**src/hw/rtl/text_console_writer_core_assert.svh**
```systemverilog
// text_console_writer_core_assert.svh: assertion macros for the console writer
// plain header, no dependencies; included by the top level

`ifndef TEXT_CONSOLE_WRITER_CORE_ASSERT_SVH
`define TEXT_CONSOLE_WRITER_CORE_ASSERT_SVH

// property that must hold at every clock edge out of reset
`define TCW_ASSERT(label, clk, rstn, prop, msg) \
  label: assert property (@(posedge clk) disable iff (!rstn) (prop)) else $error(msg);

// property that must hold in the cycle after a trigger
`define TCW_ASSERT_NEXT(label, clk, rstn, pre, post, msg) \
  label: assert property (@(posedge clk) disable iff (!rstn) (pre) |=> (post)) else $error(msg);

`endif

```
**src/hw/rtl/tcw_pkg.sv**
```systemverilog
// tcw_pkg.sv: shared widths, codes, microcode step map and control store
// no dependencies; used by the interfaces, the sequencer and the top level
`timescale 1ns / 1ps
`default_nettype none

package tcw_pkg;

  // payload field widths
  localparam int unsigned CmdW  = 2;
  localparam int unsigned CharW = 8;
  localparam int unsigned IdxW  = 11;
  localparam int unsigned DataW = 16;
  localparam int unsigned CurW  = 11;

  // command codes
  localparam logic [CmdW-1:0] CMD_PUT   = 2'd0;
  localparam logic [CmdW-1:0] CMD_READ  = 2'd1;
  localparam logic [CmdW-1:0] CMD_CLEAR = 2'd2;

  // character and cell constants
  localparam logic [CharW-1:0] CHAR_LF    = 8'h0A;
  localparam logic [CharW-1:0] CHAR_CR    = 8'h0D;
  localparam logic [CharW-1:0] CHAR_NUL   = 8'h00;
  localparam logic [7:0]       TEXT_ATTR  = 8'h07;
  localparam logic [DataW-1:0] BLANK_CELL = 16'h0720;

  // microcode step addresses
  localparam int unsigned StepW = 5;
  typedef logic [StepW-1:0] tcw_step_t;

  localparam tcw_step_t U_IDLE     = 5'd0;
  localparam tcw_step_t U_DISP_PUT = 5'd1;
  localparam tcw_step_t U_DISP_RD  = 5'd2;
  localparam tcw_step_t U_DISP_CLR = 5'd3;
  localparam tcw_step_t U_CMD_NONE = 5'd4;
  localparam tcw_step_t U_PUT      = 5'd5;
  localparam tcw_step_t U_PUT_CHK  = 5'd6;
  localparam tcw_step_t U_SC_INIT  = 5'd7;
  localparam tcw_step_t U_SC_RD    = 5'd8;
  localparam tcw_step_t U_SC_WR    = 5'd9;
  localparam tcw_step_t U_SC_BL    = 5'd10;
  localparam tcw_step_t U_SC_ROW   = 5'd11;
  localparam tcw_step_t U_PUTCH    = 5'd12;
  localparam tcw_step_t U_PUB      = 5'd13;
  localparam tcw_step_t U_RD       = 5'd14;
  localparam tcw_step_t U_RD_CAP   = 5'd15;
  localparam tcw_step_t U_CLR      = 5'd16;
  localparam tcw_step_t U_CLR_BL   = 5'd17;
  localparam tcw_step_t U_WAIT     = 5'd18;
  localparam tcw_step_t U_EMIT     = 5'd19;
  localparam tcw_step_t U_RST_BL   = 5'd20;
  localparam tcw_step_t U_RST_END  = 5'd21;

  // datapath operations
  typedef enum logic [3:0] {
    OP_NOP,
    OP_LATCH,
    OP_PTR_ZERO,
    OP_SC_READ,
    OP_SC_WRITE,
    OP_BLANK_WRITE,
    OP_ROW_LAST,
    OP_PUT_CHAR,
    OP_PUBLISH_EOS,
    OP_MEM_READ,
    OP_READ_CAPTURE,
    OP_CLEAR_INIT,
    OP_EMIT
  } tcw_op_e;

  // jump conditions
  typedef enum logic [3:0] {
    C_NEVER,
    C_ALWAYS,
    C_NO_ACCEPT,
    C_CMD_PUT,
    C_CMD_READ,
    C_CMD_CLEAR,
    C_CHAR_ZERO,
    C_NO_SCROLL,
    C_MOVE_MORE,
    C_BLANK_MORE,
    C_OUT_BUSY
  } tcw_cond_e;

  // one control word
  typedef struct packed {
    logic      ready;
    tcw_op_e   op;
    tcw_cond_e cond;
    tcw_step_t target;
  } tcw_uword_t;

  // datapath status seen by the sequencer
  typedef struct packed {
    logic in_valid;
    logic cmd_put;
    logic cmd_read;
    logic cmd_clear;
    logic char_zero;
    logic no_scroll;
    logic move_more;
    logic blank_more;
    logic out_busy;
  } tcw_flags_t;

  // controls from the sequencer to the datapath
  typedef struct packed {
    logic    in_ready;
    tcw_op_e op;
  } tcw_ctrl_t;

  // control store
  function automatic tcw_uword_t tcw_ucode(tcw_step_t step);
    tcw_uword_t w;
    case (step)
      U_IDLE:     w = '{1'b1, OP_LATCH,        C_NO_ACCEPT,  U_IDLE};
      U_DISP_PUT: w = '{1'b0, OP_NOP,          C_CMD_PUT,    U_PUT};
      U_DISP_RD:  w = '{1'b0, OP_NOP,          C_CMD_READ,   U_RD};
      U_DISP_CLR: w = '{1'b0, OP_NOP,          C_CMD_CLEAR,  U_CLR};
      U_CMD_NONE: w = '{1'b0, OP_NOP,          C_ALWAYS,     U_WAIT};
      U_PUT:      w = '{1'b0, OP_NOP,          C_CHAR_ZERO,  U_PUB};
      U_PUT_CHK:  w = '{1'b0, OP_NOP,          C_NO_SCROLL,  U_PUTCH};
      U_SC_INIT:  w = '{1'b0, OP_PTR_ZERO,     C_NEVER,      U_IDLE};
      U_SC_RD:    w = '{1'b0, OP_SC_READ,      C_NEVER,      U_IDLE};
      U_SC_WR:    w = '{1'b0, OP_SC_WRITE,     C_MOVE_MORE,  U_SC_RD};
      U_SC_BL:    w = '{1'b0, OP_BLANK_WRITE,  C_BLANK_MORE, U_SC_BL};
      U_SC_ROW:   w = '{1'b0, OP_ROW_LAST,     C_NEVER,      U_IDLE};
      U_PUTCH:    w = '{1'b0, OP_PUT_CHAR,     C_NEVER,      U_IDLE};
      U_PUB:      w = '{1'b0, OP_PUBLISH_EOS,  C_ALWAYS,     U_WAIT};
      U_RD:       w = '{1'b0, OP_MEM_READ,     C_NEVER,      U_IDLE};
      U_RD_CAP:   w = '{1'b0, OP_READ_CAPTURE, C_ALWAYS,     U_WAIT};
      U_CLR:      w = '{1'b0, OP_CLEAR_INIT,   C_NEVER,      U_IDLE};
      U_CLR_BL:   w = '{1'b0, OP_BLANK_WRITE,  C_BLANK_MORE, U_CLR_BL};
      U_WAIT:     w = '{1'b0, OP_NOP,          C_OUT_BUSY,   U_WAIT};
      U_EMIT:     w = '{1'b0, OP_EMIT,         C_ALWAYS,     U_IDLE};
      U_RST_BL:   w = '{1'b0, OP_BLANK_WRITE,  C_BLANK_MORE, U_RST_BL};
      U_RST_END:  w = '{1'b0, OP_NOP,          C_ALWAYS,     U_IDLE};
      default:    w = '{1'b0, OP_NOP,          C_ALWAYS,     U_IDLE};
    endcase
    return w;
  endfunction

endpackage

`default_nettype wire

```
**src/hw/rtl/tcw_sequencer.sv**
```systemverilog
// tcw_sequencer.sv: step counter, control store lookup and jump logic
// depends on tcw_pkg for the control word, conditions and step map
`timescale 1ns / 1ps
`default_nettype none

module tcw_sequencer (
  input  wire logic                clk_i,
  input  wire logic                rst_ni,
  input  wire tcw_pkg::tcw_flags_t flags_i,
  output tcw_pkg::tcw_ctrl_t       ctrl_o
);

  tcw_pkg::tcw_step_t  upc_q, upc_d;
  tcw_pkg::tcw_uword_t word;
  logic                take;

  // fetch the control word for the current step
  assign word = tcw_pkg::tcw_ucode(upc_q);

  // evaluate the jump condition
  always_comb begin
    case (word.cond)
      tcw_pkg::C_NEVER:      take = 1'b0;
      tcw_pkg::C_ALWAYS:     take = 1'b1;
      tcw_pkg::C_NO_ACCEPT:  take = !(flags_i.in_valid && word.ready);
      tcw_pkg::C_CMD_PUT:    take = flags_i.cmd_put;
      tcw_pkg::C_CMD_READ:   take = flags_i.cmd_read;
      tcw_pkg::C_CMD_CLEAR:  take = flags_i.cmd_clear;
      tcw_pkg::C_CHAR_ZERO:  take = flags_i.char_zero;
      tcw_pkg::C_NO_SCROLL:  take = flags_i.no_scroll;
      tcw_pkg::C_MOVE_MORE:  take = flags_i.move_more;
      tcw_pkg::C_BLANK_MORE: take = flags_i.blank_more;
      tcw_pkg::C_OUT_BUSY:   take = flags_i.out_busy;
      default:               take = 1'b0;
    endcase
  end

  // next step: jump target or fall through
  assign upc_d = take ? word.target : upc_q + 1'b1;

  // reset enters the power-up blanking pass
  always_ff @(posedge clk_i or negedge rst_ni) begin
    if (!rst_ni) begin
      upc_q <= tcw_pkg::U_RST_BL;
    end else begin
      upc_q <= upc_d;
    end
  end

  assign ctrl_o.in_ready = word.ready;
  assign ctrl_o.op       = word.op;

endmodule

`default_nettype wire

```
**config.mk**
```make
export PLATFORM = sky130hd
export DESIGN_NAME = tcw_sequencer
export DESIGN_NICKNAME = d
export VERILOG_FILES = /design/src/hw/rtl/text_console_writer_core_assert.svh /design/src/hw/rtl/tcw_pkg.sv /design/src/hw/rtl/tcw_sequencer.sv
export SDC_FILE = /design/constraint.sdc
export NUM_CORES = 1
export LEC_CHECK = 0
export BUFFER_PORTS_ARGS = -buffer_cell sky130_fd_sc_hd__buf_4
export CAP_MARGIN = 5
export CORE_ASPECT_RATIO = 1.25
export CORE_MARGIN = 2
export CORE_UTILIZATION = 46
export DETAILED_ROUTE_END_ITERATION = 7
export PLACE_DENSITY = 0.76
export REMOVE_ABC_BUFFERS = 1
export SYNTH_ARGS = -nofsm -noshare
export SYNTH_HDL_FRONTEND = slang
export SYNTH_SLANG_ARGS = --single-unit
```
**constraint.sdc**
```tcl
create_clock -name clk_i -period 3.07 [get_ports clk_i]
set_clock_uncertainty 0.1 [all_clocks]
set_input_delay 0.307 -clock clk_i [delete_from_list [all_inputs] [get_ports clk_i]]
set_output_delay 0.307 -clock clk_i [all_outputs]
set_load 0.005 [all_outputs]
```
==> out/qor.csv <==
stage;metric;value;unit
finish;biggest regs;upc_q (5);
die;full die area;0.002105;mm^2
yosys;Post-synth EDFFs;0;
setup_path;Worst setup EP type;register;
finish;Final Cell Area;984.7;um^2
setup_path;Largest delay share family, worst path;simple AND/OR/NAND/NOR gates;
finish;max reg flops;5;
cts;Setup Fix Bufs, Post-CTS;0;
cts;Sinks on Clock Net;5;
route;Routed WL;1.979;mm
power_and_ir_drop;Peak supply drop;0.0006279;V
yosys;synth warn;0;
setup_path;CP Data Required Time;3.10;ns
yosys;share of synthesized area occupied by flip-flops and latches;0.1584;
route;initial DRC count;20;
place;Area after DPL;948.4;um^2
timing;Peak Freq;350.4;MHz
die;IO Count;16;
die;Initial Utilization;0.5031;
flow_run;max cap viols;0;
timing;Hold Worst Slack;0.2945;ns
yosys;#FFs+latches synth;5;
setup_path;critical path class;reg2reg;
yosys;post-synth cell types;38;
power_and_ir_drop;PwrDens;1332;mW/mm^2
place;Post-DP HPWL;1.529;mm
die;core area;0.001602;mm^2
yosys;most common cell in the synthesized netlist;nand2_1;
die;# rows;16;
setup_path;crit path buf inv count;1;
power_and_ir_drop;LEAKAGE;0.4654;nW
global_routing;gr usage total;0.2146;
timing;Final Max Slew Viols;0;
setup_path;Worst path max stage delay;0.49;ns
global_routing;initial antenna violation count;0;
timing;final hold vios;0;
yosys;main flop type after synthesis;dfrtp_1;
timing;Setup Total Neg Slack;0;ns
finish;layout cell share with drive strength beyond 1;0.2705;
outcome;status;finished, final reports clean;
setup_path;CP Launch Type;register;
finish;Largest Register;upc_q;
yosys;Mapped Cells;103;
yosys;top cells by count, synth;nand2_1, ha_1, o21ai_0;
global_routing;vias in the first global route;861;
cts;clock transition at the registers of the reported paths;0.05;ns
route;vias per cell;5.993;
timing;Worst Tran Pin Value;0.4435;ns
die;overall die height;50.80;um
finish;Fillers;147;
yosys;ranking of synthesized cells by area;ha_1, dfrtp_1, mux2i_1, dfstp_2, o21ai_0;
yosys;Post-Syn Area;805.8;um^2
setup_path;crit-path cells;inv_1 > ha_1 > and2_1 > a222oi_1 > o21a_1 > a22oi_1 > or3_1 > nand3_2 > mux2_2;
yosys;top cell type's share of synthesized area;0.1398;
timing;RSZ-0062 raised after global routing;false;
timing;relative slew slack;0.7017;
cts;Clock Tree Buf Depth;2;
route;DR WL/cell;14.14;um
route;Routed Antenna Nets;0;
worst_hold_path;Hold Path Class;in2async;
finish;final net count;143;
global_routing;first-pass GRT wire length;3.532;mm
route;vias post-DR;839;
setup_path;CP Max Fanout;8;
cts;CTS H-Tree Depth;1;
cts;clock latency on the worst-skew pair;0.25;ns
global_routing;pin count of the biggest net entering global routing;17;
timing;Final Setup Violations;0;
die;Die W;41.44;um
finish;Layout area overhead;22.20;%
timing;final worst path period share;0.9296;
place;Routability Congestion;0.9020;
cts;CTS buffer count;3;
route;Detailed Routing Iterations Pass 1;5;
cts;CTS root buf;clkbuf_4;
finish;ant diodes;0;
route;DRC;0;
yosys;syn avg cell area;7.823;um^2
power_and_ir_drop;Power Total;1.312;mW
timing;post-layout min period;2.854;ns
global_routing;Congestion Overflow GR;0;
setup_path;worst endpoint data arrival time;2.89;ns
yosys;post-synth top area cell;ha_1;
setup_path;critical path's slowest cell;dfrtp_1;
place;number of port buffers;15;
yosys;Async SR Flop Fraction;1.000;
cts;CTS tree;done;
stage by stage:
stage | utilization | std cells | setup WS [ns]
2_1_floorplan | - | 96 | 0.2863
4_1_cts | 0.6148 | 140 | 0.2526
3_5_place_dp | 0.5922 | 135 | 0.2736
6_report | 0.6148 | 140 | 0.2162
3_3_place_gp | 0.5922 | 135 | 0.3615
5_1_grt | 0.6148 | 140 | 0.08262
area by class of cell:
| cell class | count | area, um^2 | share of cell area |
|---|---|---|---|
| multi-input combinational | 86 | 621.8 | 0.6315 |
| timing repair buffer | 22 | 167.7 | 0.1703 |
| sequential | 5 | 127.6 | 0.1296 |
| clock buffer | 4 | 26.28 | 0.02668 |
| tap | 18 | 22.52 | 0.02287 |
| inverter | 5 | 18.77 | 0.01906 |
cell usage in the layout, fill, tap and decap left out, drive strengths merged, types with 3 or more instances in the layout:
cell    synthesis  routed
inv             5       5
mux2            4       4
a21oi           7       7
o21ai           9       9
dfrtp           3       3
nand2b          5       5
nand3           4       4
nor2            6       6
mux2i           6       6
clkbuf          2       4
nand2          10      10
ha              9       9
buf             5      21
path summary, 6_finish.rpt:
kind	start	end	slack, ns	depth (start not counted)
max	upc_q[1]	upc_q[1]	0.22	9
min	rst_ni	upc_q[3]	0.29	2
max reg2reg	upc_q[1]	upc_q[1]	0.22	9
min reg2reg	upc_q[0]	upc_q[0]	0.55	2
max in group asynchronous	rst_ni	upc_q[4]	2.38	2
min in group clk_i	flags_i[5]	upc_q[0]	0.49	5
power breakdown:
group          total, mW  internal, mW  switching (mW)
Clock             0.0790        0.0493          0.0297
Sequential         0.171         0.114          0.0569
Combinational       1.06         0.514           0.548
Total               1.31         0.677           0.635
kinds of logic (layout without fill, tap and decap cells):
logic type	after synthesis	count (layout)	share of synthesized area
compound gates	29	29	0.2314
xor+xnor	3	3	0.03261
fa+ha+maj	9	9	0.1398
buf+inv	12	31	0.06987
flops	5	5	0.1584
mux	10	10	0.1351
simple gates	35	35	0.2329
routing by layer:
metal / vias up / GRT usage / share of wire
met5: - / 0 / 0
met4: 0 / 0.1290 / 0.027
met3: 6 / 0.03957 / 0.058
met2: 34 / 0.3906 / 0.53
met1: 393 / 0.2244 / 0.39
li1: 406 / - / -
repair_timing:
item | 4_1_cts | 5_1_grt
hold buffers | 1 | 0
hold endpoints to repair | 5 | 0
resized for setup | 0 | 0
(Power assumes the default switching activity.)
